$ cat config.mk
export PLATFORM = sky130hd
export DESIGN_NAME = mp2d_cfg
export DESIGN_NICKNAME = d
export VERILOG_FILES = /design/src/rtl/mp2d_pkg.sv /design/src/rtl/mp2d_cfg.sv
export SDC_FILE = /design/constraint.sdc
export NUM_CORES = 1
export LEC_CHECK = 0
export BUFFER_PORTS_ARGS = -buffer_cell sky130_fd_sc_hd__buf_2
export CAP_MARGIN = 20
export CORE_MARGIN = 2
export CORE_UTILIZATION = 47
export DETAILED_ROUTE_END_ITERATION = 12
export GPL_TIMING_DRIVEN = 1
export PLACE_DENSITY = 0.89
export SLEW_MARGIN = 5
export SYNTH_ARGS = -nofsm -noshare
export SYNTH_HDL_FRONTEND = slang
export SYNTH_SLANG_ARGS = --single-unit
$ cat constraint.sdc
create_clock -name clk_i -period 1.42 [get_ports clk_i]
set_input_delay 0 -clock clk_i [delete_from_list [all_inputs] [get_ports clk_i]]
set_output_delay 0 -clock clk_i [all_outputs]
set_load 0.005 [all_outputs]
$ cat src/rtl/mp2d_pkg.sv
`timescale 1ns / 1ps
package mp2d_pkg;
  localparam int MAX_HEIGHT = 64;
  localparam int MAX_WIDTH  = 64;
  localparam int MAX_KERNEL = 8;

  localparam logic [31:0] NEG_INF_BITS = 32'hFF800000;
  localparam logic OP_WRITE = 1'b0;
  localparam logic OP_POOL  = 1'b1;
  localparam logic [2:0] REG_IN_HEIGHT = 3'd0;
  localparam logic [2:0] REG_IN_WIDTH  = 3'd1;
  localparam logic [2:0] REG_KERNEL_H  = 3'd2;
  localparam logic [2:0] REG_KERNEL_W  = 3'd3;
  localparam logic [2:0] REG_STRIDE_H  = 3'd4;
  localparam logic [2:0] REG_STRIDE_W  = 3'd5;
  localparam logic [2:0] REG_PAD_TOP   = 3'd6;
  localparam logic [2:0] REG_PAD_LEFT  = 3'd7;

  typedef struct packed {
    logic [6:0] in_height;
    logic [6:0] in_width;
    logic [3:0] kernel_h;
    logic [3:0] kernel_w;
    logic [3:0] stride_h;
    logic [3:0] stride_w;
    logic [2:0] pad_top;
    logic [2:0] pad_left;
  } cfg_t;

  function automatic logic is_nan(input logic [31:0] x);
    return x[30:0] > 31'h7F800000;
  endfunction

  function automatic logic [31:0] order_key(input logic [31:0] x);
    return x[31] ? ~x : (x | 32'h80000000);
  endfunction

  function automatic logic fgt(input logic [31:0] a, input logic [31:0] b);
    if (is_nan(a) || is_nan(b)) return 1'b0;
    if ((a[30:0] | b[30:0]) == 31'd0) return 1'b0;
    return order_key(a) > order_key(b);
  endfunction
endpackage

$ cat src/rtl/mp2d_cfg.sv
`timescale 1ns / 1ps
module mp2d_cfg
  import mp2d_pkg::*;
(
  input  logic        clk_i,
  input  logic        rst_ni,
  input  logic        we_i,
  input  logic [2:0]  idx_i,
  input  logic [31:0] data_i,
  output cfg_t        cfg_o
);
  cfg_t cfg_q;
  always_ff @(posedge clk_i or negedge rst_ni) begin
    if (!rst_ni) begin
      cfg_q <= '{7'd64, 7'd64, 4'd2, 4'd2, 4'd2, 4'd2, 3'd0, 3'd0};
    end else if (we_i) begin
      unique case (idx_i)
        REG_IN_HEIGHT: cfg_q.in_height <= data_i[6:0];
        REG_IN_WIDTH:  cfg_q.in_width  <= data_i[6:0];
        REG_KERNEL_H:  cfg_q.kernel_h  <= data_i[3:0];
        REG_KERNEL_W:  cfg_q.kernel_w  <= data_i[3:0];
        REG_STRIDE_H:  cfg_q.stride_h  <= data_i[3:0];
        REG_STRIDE_W:  cfg_q.stride_w  <= data_i[3:0];
        REG_PAD_TOP:   cfg_q.pad_top   <= data_i[2:0];
        REG_PAD_LEFT:  cfg_q.pad_left  <= data_i[2:0];
        default: ;
      endcase
    end
  end
  assign cfg_o = cfg_q;
endmodule

# Word-level counts from Yosys, hierarchy flattened
# Cells that the tools add are included.
# totals
reg_bits	36
latchBits	0
ram_bits	0
romBits	0
in_bits	38
output_inout_bits	36
wordCells	24
n_memories	0
# op_classes
n_addsub	0
mul	0
div	0
n_lt_le_gt_ge	0
eq_ne	7
shifts	0
mux	0
bitwise_logic	0
n_reduce_logical	9
# ops
cell	n
2-bit AND reduction	8
3-bit equality test, second input constant	4
3-bit by 2-bit equality test with 1-bit output, second input constant	2
3-bit by 1-bit equality test with 1-bit output, second input constant	1
3-bit zero test	1

# Depth between registers and ports, before layout
# Gate-level depths: netlist of the first run.
# logic_depth
ltp_word	2
depth_mapped	4
mapped_depth_nobuf	2

# Worst setup path after synthesis of the first run
# No wires, ideal clock.
# synth_path
path_type	input port to flip-flop
from	input idx_i[0]
to	register cfg_q (netlist bit cfg_o[29])
setup_time_ps	125
t_arrival_ps	956
t_required_ps	1295
slack_ps	339
path_stages	3
n_path_buf	1
path_cell_list	buf_2 nor4b_4 mux2_2
# synth_between
elab_chain_cells	2
# synth_lines
element	line_no	source
start, declared	mp2d_cfg.sv:8	input logic [2:0] idx_i,
3-bit zero test	mp2d_cfg.sv:17	unique case (idx_i)
2-bit AND reduction (no line)	n/a	
end signal, assigned	mp2d_cfg.sv:15	cfg_q <= '{7'd64, 7'd64, 4'd2, 4'd2, 4'd2, 4'd2, 3'd0, 3'd0};
end, declared	mp2d_cfg.sv:12	cfg_t cfg_q;
# No other way between the ends.
# A chain may end at the register's enable or synchronous reset.

# Worst setup path in the final report of the first run
# layout_path
from	register cfg_q (netlist bit cfg_o[11])
to	output cfg_o[11] (netlist name)
# layout_rtl
element	line_no	source
end, declared	mp2d_cfg.sv:10	output cfg_t cfg_o
# No word-level cell between the ends.

==> results of run 1 <==
worst min-delay path by stage:
| stage | startpoint | end | slack, ns |
|---|---|---|---|
| CTS | data_i[1] | cfg_o[4] | 0.01 |
| global route | data_i[2] | cfg_o[5] | 0.009 |
| global placement | rst_ni | cfg_o[23] | 0.09 |
| finish | data_i[1] | cfg_o[4] | 0.02 |
| detailed placement | rst_ni | cfg_o[27] | 0.12 |
| floorplan | rst_ni | cfg_o[0] | -0.30 |
what timing repair did:
item	4_1_cts	5_1_grt
hold buffers	5	0
buffers inserted	0	0
endpoints found under the hold margin	42	0
Yosys cell counts, drive strengths merged:
master   n
clkbuf   2
and4bb   2
nand4    1
dfstp    6
nor4bb   1
dfrtp   30
mux2    36
nand4b   3
buf      2
nor4b    1
area by class of cell:
class	instances	area [sq um]	area share, %
Clock buffer	7	45.0	2.51
Clock inverter	1	5.00	0.279
Multi-Input combinational cell	44	497	27.7
Sequential cell	36	908	50.7
Tap cell	31	38.8	2.16
Timing Repair Buffer	54	298	16.6
where the power goes:
| part | leakage, nW | switching (mW) | internal, mW | total [mW] |
|---|---|---|---|---|
| sequential | 0.423 | 0.104 | 1.28 | 1.38 |
| combinational | 0.393 | 0.223 | 0.341 | 0.564 |
| clock | 0.0293 | 0.312 | 0.193 | 0.505 |
| total | 0.845 | 0.640 | 1.81 | 2.45 |
cells by family after synthesis:
family	after synthesis	share of synthesized area [%]
buffers and inverters	4	1.40
DFF	36	63.7
muxes	36	28.4
and+or+nand+nor	8	6.41
routing by layer:
metal | global-route usage (%) | vias to the layer above
li1 | - | 421
met1 | 21.8 | 444
met2 | 27.3 | 31
met3 | 6.77 | 5
met4 | 8.77 | 0
met5 | 0 | -
==> impl_results.md, run 1 <==
* Outcome: finished clean
* Setup crit start: cfg_o[11]
* Grt total ovfl at 0
* Synth Register Bits at 36
* IO Port Bufs at 48
* Max reg flops at 36
* Filler Cell Count at 214
* Chip width at 59.1 um
* Crit path launch type: flip-flop
* Max-cap violations at 0
* Hold Fails Final Rpt at 0
* Slew HR at 49.3%
* CTS resizes at 0
* Most frequent cells in the layout: buf_2, mux2_2, dfrtp_1
* DRT Pass-1 Iters at 4
* Placed Area at 1690 sq um
* Die ar. at 3490 sq um
* Io pins at 74
* Pin count of the biggest net entering global routing at 37
* Final hold slack at 0.0219 ns
* DRT Wirelength at 2670 um
* TritonCTS clock tree: yes
* Worst-path fanout max at 2
* First-pass GRT wire length at 4320 um
* Crit path time final at 0.978 ns
* Mapped Cells at 84
* Post-Syn Area at 1430 sq um
* Non-filler cells, final at 173
* Final Setup Violations at 0
* Worst vdd ir at 0.738 mV
* R2R Path End: cfg_o[34]
* Pwr/cell area at 1370 nW/um^2
* Cts bufs inserted at 5
* Final #Nets at 179
* Met1 wire length at 1130 um
* Hold/Removal Path Class: primary input to flip-flop
* Layout Area Growth over Synthesis at 25.7%
* Clk root buf: clkbuf_4
* Worst-Margin Slew at 0.760 ns
* Clock Sinks at 36
* Yosys cell types at 11
* R2R setup slack at 0.64 ns
* Final WS setup at 0.442 ns
* # placed instances at 160
* Slew Limit Fails at 0
* Largest area contributor in the netlist: dfrtp_1
* Number of remaining DRC errors at 0
* Core ar. at 2830 sq um
* Avg Vias per Cell at 5.21
* Top cell type's share of synthesized area at 52.7%
* Delay-heaviest family, CP: flip-flops
* Met3 WL at 159 um
* Worst-path clk slew at 0.10 ns
* Commonest non-fill, non-tap cell in the layout: buf_2
* Crit path DAT at 0.98 ns
* Critical-path top delay cell: dfstp_2
* Worst path depth at 1
* Layout cells sized above 1 at 69.0%
* CP required at 1.42 ns
* Final core occ at 63.3%
* Initial Util at 50.4%
* WL/cell at 15.4 um
* R2R cell count at 1
* Crit path capture type: output pin
* Clock tree buffer depth at 2
* Buf/Inv on CP at 1
* Fmax at 1020 MHz
* Setup TNS at 0 ns
* Cells on Worst Hold Path at 2
* Crit path cell chain: buf_2
* Post-DP HPWL at 1930 um
* Top cells by area, synth: dfrtp_1, mux2_2, dfstp_2, nand4b_1, and4bb_2
* Reg2reg start: cfg_o[34]
* Vias at 901
* Worst clock skew at 0 ns
* Pleak at 0.845 nW
* Crit path to: cfg_o[11]
* Inserted Diodes at 0
* Critical path type: flip-flop to output pin
* Max layer used: met4
* RSZ-0062 raised after global routing: no
* GRT Util Overall at 17.7%
* Syn Nets at 122
* Final period util at 68.8%
* Vias in the first global route at 905
* Ys Warns at 0
* Register area share after synthesis at 63.7%
* Later-pin clock latency in the skew report at 0.33 ns
* Antenna violations before repair at 0
* Peak per-stage delay on the critical path at 0.54 ns
* Starting DRT DRC Count at 12
* Placer Congestion at 0.682
* H-tree levels at 2
* Synthesized area per cell at 17.0 sq um
* Rows at 19
* Detail Route Antenna Nets at 0
* Total power at 2.45 mW
* DR WL met2 at 1320 um
* Die Ht at 59.1 um
* Dpl ws at 0.180 ns
* Design Area, Final at 1790 sq um
Note: power is estimated with default switching activity, not from simulation.
==> inputs of run 2 (changes only) <==
- CORE_UTILIZATION: 47 -> 40
- PLACE_DENSITY: 0.89 -> 0.81
- clock period: 1.42 -> 0.8 ns (I/O delays scaled with it)
==> impl_results.md, run 2 (synthesized netlist as in run 1, its figures left out) <==
* Final #Nets at 186 (+3.9%)
* Worst Hold End: cfg_o[18]
* Buf/Inv on CP at 1 (unchanged)
* Design Area, Final at 1990 sq um (+11%)
* Worst clock skew at 0 ns (unchanged)
* Max reg flops at 36 (unchanged)
* Final Setup Violations at 38 (+38)
* Fmax at 1020 MHz
* Max layer used: met4
* IO Port Bufs at 48 (unchanged)
* Chip width at 63.7 um (+7.8%)
* TritonCTS clock tree: yes
* Commonest non-fill, non-tap cell in the layout: buf_2
* Reg2reg start: cfg_o[11]
* Crit path capture type: output pin
* Rows at 21 (+2)
* Met3 WL at 151 um (-5.0%)
* CP required at 0.80 ns (-0.62 ns)
* Grt total ovfl at 0 (unchanged)
* Met1 wire length at 1360 um (+20%)
* HP Start: data_i[0]
* Hold/Removal Path Class: primary input to flip-flop
* First-pass GRT wire length at 5150 um (+19%)
* GRT Util Overall at 16.9% (-0.80 points)
* Layout Area Growth over Synthesis at 39.4%
* WL/cell at 16.0 um (+3.7%)
* Delay-heaviest family, CP: flip-flops
* Crit path cell chain: buf_6
* Detail Route Antenna Nets at 0 (unchanged)
* # placed instances at 180 (+13%)
* Vias in the first global route at 1043 (+15%)
* Avg Vias per Cell at 4.94 (-5.1%)
* Antenna violations before repair at 0 (unchanged)
* H-tree levels at 2 (unchanged)
* Crit path DAT at 0.98 ns (about the same)
* Layout cells sized above 1 at 71.1% (+2.1 points)
* Filler Cell Count at 274 (+28%)
* Inserted Diodes at 0 (unchanged)
* Starting DRT DRC Count at 20 (+8)
* Post-DP HPWL at 2180 um (+13%)
* DR WL met2 at 1570 um (+19%)
* Core ar. at 3390 sq um (+20%)
* Crit path time final at 0.983 ns
* R2R Path End: cfg_o[11]
* Placer Congestion at 0.682 (about the same)
* Critical-path top delay cell: dfstp_2
* Initial Util at 42.0% (-8.3 points)
* Non-filler cells, final at 195 (+13%)
* Failing checks: negative setup slack
* Worst-Margin Slew at 0.267 ns (-0.493 ns)
* Worst-path fanout max at 2 (unchanged)
* Slew Limit Fails at 0 (unchanged)
* Hold Fails Final Rpt at 0 (unchanged)
* Outcome: complete, but fails checks
* Clock Sinks at 36 (unchanged)
* Later-pin clock latency in the skew report at 0.32 ns (about the same)
* Most frequent cells in the layout: buf_2, dfrtp_1, mux2_2, mux2_4
* Slew HR at 82.1% (+33 points)
* Pwr/cell area at 2370 nW/um^2 (+73%)
* Pin count of the biggest net entering global routing at 37 (unchanged)
* DRT Pass-1 Iters at 4 (unchanged)
* Peak per-stage delay on the critical path at 0.56 ns (+0.02 ns)
* Final core occ at 58.6% (-4.7 points)
* Cts bufs inserted at 5 (unchanged)
* Die Ht at 63.7 um (+7.8%)
* Setup TNS at -2.39 ns (-2.39 ns)
* Critical path type: flip-flop to output pin
* Clk root buf: clkbuf_4
* Worst-path clk slew at 0.11 ns (about the same)
* Final WS setup at -0.183 ns (-0.625 ns)
* Placed Area at 1820 sq um (+7.8%)
* DRT Wirelength at 3120 um (+17%)
* Pleak at 0.954 nW (+13%)
* Final period util at 123%
* Die ar. at 4060 sq um (+16%)
* Final hold slack at 0.0218 ns (-0.0000387 ns)
* Vias at 964 (+7.0%)
* Crit path launch type: flip-flop
* R2R cell count at 2 (+1)
* Max-cap violations at 0 (unchanged)
* R2R setup slack at -0.02 ns (-0.66 ns)
* Worst vdd ir at 1.23 mV (+66%)
* Number of remaining DRC errors at 0 (unchanged)
* Cells on Worst Hold Path at 2 (unchanged)
* Clock tree buffer depth at 2 (unchanged)
* RSZ-0062 raised after global routing: yes
* Io pins at 74 (unchanged)
## run 2: timing repair
| item | 4_1_cts | 5_1_grt |
|---|---|---|
| endpoints found under the hold margin | 44 | 0 |
| resized for setup | 1 | 7 |
| hold buffers | 5 | 0 |
| buffers inserted | 2 | 0 |
| setup endpoints to repair | 36 | 42 |
## run 2: worst max path at each step
| stage | from | to | slack [ns] | depth (start not counted) |
|---|---|---|---|---|
| floorplan | idx_i[1] | cfg_o[29] | -0.27 | 3 |
| global placement | idx_i[2] | cfg_o[26] | -0.28 | 4 |
| detailed placement | idx_i[2] | cfg_o[27] | -0.31 | 4 |
| CTS | cfg_o[19] | cfg_o[19] | -0.20 | 1 |
| global route | cfg_o[28] | cfg_o[28] | -0.22 | 1 |
| finish | cfg_o[11] | cfg_o[11] | -0.18 | 1 |
## run 2: power breakdown
group / leakage, nW / switching, mW / internal (mW) / total (mW)
logic: 0.499 / 0.418 / 0.820 / 1.24
clock network: 0.0326 / 0.544 / 0.434 / 0.978
registers: 0.423 / 0.226 / 2.27 / 2.49
## run 2: metrics by stage
stage	worst slack, ns	total power, mW
floorplan	-0.270	3.05
global placement	-0.280	3.58
detailed placement	-0.312	3.64
CTS	-0.196	4.69
global route	-0.224	5.01
finish	-0.183	4.71
## run 2: layout make-up
cell class | instances | area [sq um] | area share [%]
Sequential cell | 36 | 908 | 45.7
Timing Repair Buffer | 61 | 395 | 19.9
Clock buffer | 8 | 58.8 | 2.96
Multi-Input combinational cell | 44 | 567 | 28.5
Tap cell | 46 | 57.6 | 2.90
## run 2: metal layers
layer | vias to the layer above | global-route usage [%]
met4 | 0 | 8.15
li1 | 438 | -
met2 | 34 | 27.9
met3 | 5 | 4.29
met1 | 487 | 20.6
met5 | - | 0
==> inputs of run 3 (changes only) <==
- TNS_END_PERCENT: default -> 50
- clock period: 0.8 -> 0.9 ns (I/O delays scaled with it)
==> impl_results.md, run 3 (synthesized netlist as in run 1, its figures left out) <==
* Critical-path top delay cell: dfstp_2
* Core ar. at 3390 sq um (unchanged)
* Clock tree buffer depth at 2 (unchanged)
* Met1 global-route usage at 19.5% (-1.1 points)
* Delay-heaviest family, CP: flip-flops
* Vias in the first global route at 1053 (+0.96%)
* Placer Congestion at 0.699 (+2.6%)
* Crit path time final at 0.966 ns
* Worst clock skew at 0 ns (unchanged)
* Starting DRT DRC Count at 33 (+65%)
* RSZ-0062 raised after global routing: yes
* TritonCTS clock tree: yes
* Vias at 960 (-0.41%)
* Hold/Removal Path Class: primary input to flip-flop
* Multi-input combinational cell area at 526 sq um (-7.3%)
* WL/cell at 16.8 um (+5.2%)
* Pwr/cell area at 2130 nW/um^2 (-10%)
* Outcome: complete, but fails checks
* Filler Cell Count at 270 (-1.5%)
* Later-pin clock latency in the skew report at 0.32 ns (about the same)
* Cts bufs inserted at 5 (unchanged)
* Clock power share at 21.1% (+0.3 points)
* Most frequent cells in the layout: buf_2, dfrtp_1, mux2_2
* GRT Util Overall at 18.1% (+1.2 points)
* Avg Vias per Cell at 4.95 (about the same)
* Initial Util at 42.0% (unchanged)
* Non-filler cells, final at 194 (-0.51%)
* DRT Pass-1 Iters at 4 (unchanged)
* IO Port Bufs at 48 (unchanged)
* Pin count of the biggest net entering global routing at 37 (unchanged)
* Worst-path fanout max at 2 (unchanged)
* Final WS setup at -0.0656 ns (+0.117 ns)
* Worst-path clk slew at 0.10 ns (about the same)
* Worst vdd ir at 0.802 mV (-35%)
* Post-CTS setup buffers at 0 (-2)
* Inserted Diodes at 0 (unchanged)
* Max-cap violations at 0 (unchanged)
* Critical path type: flip-flop to output pin
* Slew HR at 84.4% (+2.3 points)
* Clk root buf: clkbuf_4
* Switch share at 25.9% (+0.69 points)
* Die ar. at 4060 sq um (unchanged)
* Crit path cell chain: buf_6
* Final period util at 107%
* Crit path capture type: output pin
* Final Setup Violations at 6 (-84%)
* Switching Power at 1.06 mW (-11%)
* Io pins at 74 (unchanged)
* First-pass GRT wire length at 5450 um (+5.8%)
* Worst-Margin Slew at 0.231 ns (-0.0365 ns)
* Chip width at 63.7 um (unchanged)
* Clock Sinks at 36 (unchanged)
* Buf/Inv on CP at 1 (unchanged)
* Die Ht at 63.7 um (unchanged)
* Layout Area Growth over Synthesis at 35.5%
* Reg area at 908 sq um (unchanged)
* Detail Route Antenna Nets at 0 (unchanged)
* Grt met3 use at 3.75% (-0.54 points)
* Post-DP HPWL at 2330 um (+6.6%)
* Slew Limit Fails at 0 (unchanged)
* Fmax at 1040 MHz
* CP required at 0.90 ns (+0.10 ns)
* Layout cells sized above 1 at 70.9% (-0.19 points)
* Crit path launch type: flip-flop
* Commonest non-fill, non-tap cell in the layout: buf_2
* Reg power frac at 54.0% (+1.0 points)
* Setup TNS at -0.376 ns (+2.01 ns)
* Number of remaining DRC errors at 0 (unchanged)
* Combinational share of power at 25.0% (-1.3 points)
* Pleak at 0.909 nW (-4.7%)
* Most used routing layer in global routing: met2
* Failing checks: negative setup slack
* Peak per-stage delay on the critical path at 0.55 ns (about the same)
* Antenna violations before repair at 0 (unchanged)
* Final #Nets at 185 (-0.54%)
* # placed instances at 181 (+0.56%)
* Grt total ovfl at 0 (unchanged)
* H-tree levels at 2 (unchanged)
* Final hold slack at 0.0486 ns (+0.0267 ns)
* Internal power at 3.04 mW (-14%)
* DRT Wirelength at 3270 um (+4.7%)
* Max reg flops at 36 (unchanged)
* Crit path DAT at 0.97 ns (about the same)
* GRT met2 Usage at 33.2% (+5.3 points)
* Hold Fails Final Rpt at 0 (unchanged)
* Rows at 21 (unchanged)
[run 3: cell count changes in the layout (fill, tap and decap cells not counted), sizes merged]
cell / before / now
buf: 56 / 55
[run 3: final timing paths]
check	from	to	slack [ns]	depth (start not counted)
setup / recovery	cfg_o[35]	cfg_o[35]	-0.07	1
hold / removal	data_i[1]	cfg_o[30]	0.05	2
setup reg to reg	cfg_o[25]	cfg_o[25]	0.10	1
hold reg to reg	cfg_o[34]	cfg_o[34]	0.50	1
max in group asynchronous	rst_ni	cfg_o[11]	0.49	3
min in group asynchronous	rst_ni	cfg_o[23]	0.16	3
[run 3: routing by layer]
metal | vias to the layer above | part of all wire (%)
met4 | 0 | 1.6
met1 | 499 | 37
met3 | 4 | 3.3
met5 | - | 0
li1 | 433 | -
met2 | 24 | 58
[run 3: timing repair]
| item | 4_1_cts | 5_1_grt |
|---|---|---|
| gates resized for setup | 2 | 2 |
| setup endpoints to repair | 6 | 12 |
| pin swaps | 0 | 0 |
| hold buffers | 5 | 0 |
| hold endpoints to repair | 44 | 0 |
[run 3: per-stage QoR]
stage / cell area, sq um / total power [mW] / setup WS, ns / util [%]
CTS: 1920 / 4.12 / -0.0868 / 56.6
detailed placement: 1800 / 3.20 / -0.242 / 53.0
floorplan: 1500 / 2.66 / -0.170 / -
global placement: 1800 / 3.13 / -0.191 / 53.0
finish: 1930 / 4.10 / -0.0656 / 57.0
global route: 1930 / 4.33 / -0.104 / 57.0
[run 3: final cells by class]
| class | count | area share (%) |
|---|---|---|
| tap | 46 | 2.98 |
| sequential | 36 | 47.1 |
| timing repair buffer | 60 | 19.7 |
| clock buffer | 8 | 3.05 |
| multi-input combinational | 44 | 27.2 |
[run 3: power by group through the flow]
| stage | Clock, mW | Sequential, mW | Combinational, mW |
|---|---|---|---|
| after floorplan | 0 | 2.25 | 0.413 |
| after global placement | 0 | 2.20 | 0.929 |
| after CTS | 0.901 | 2.21 | 1.02 |
| final | 0.865 | 2.21 | 1.02 |
| after detailed placement | 0 | 2.23 | 0.970 |
| after global routing | 0.959 | 2.26 | 1.11 |
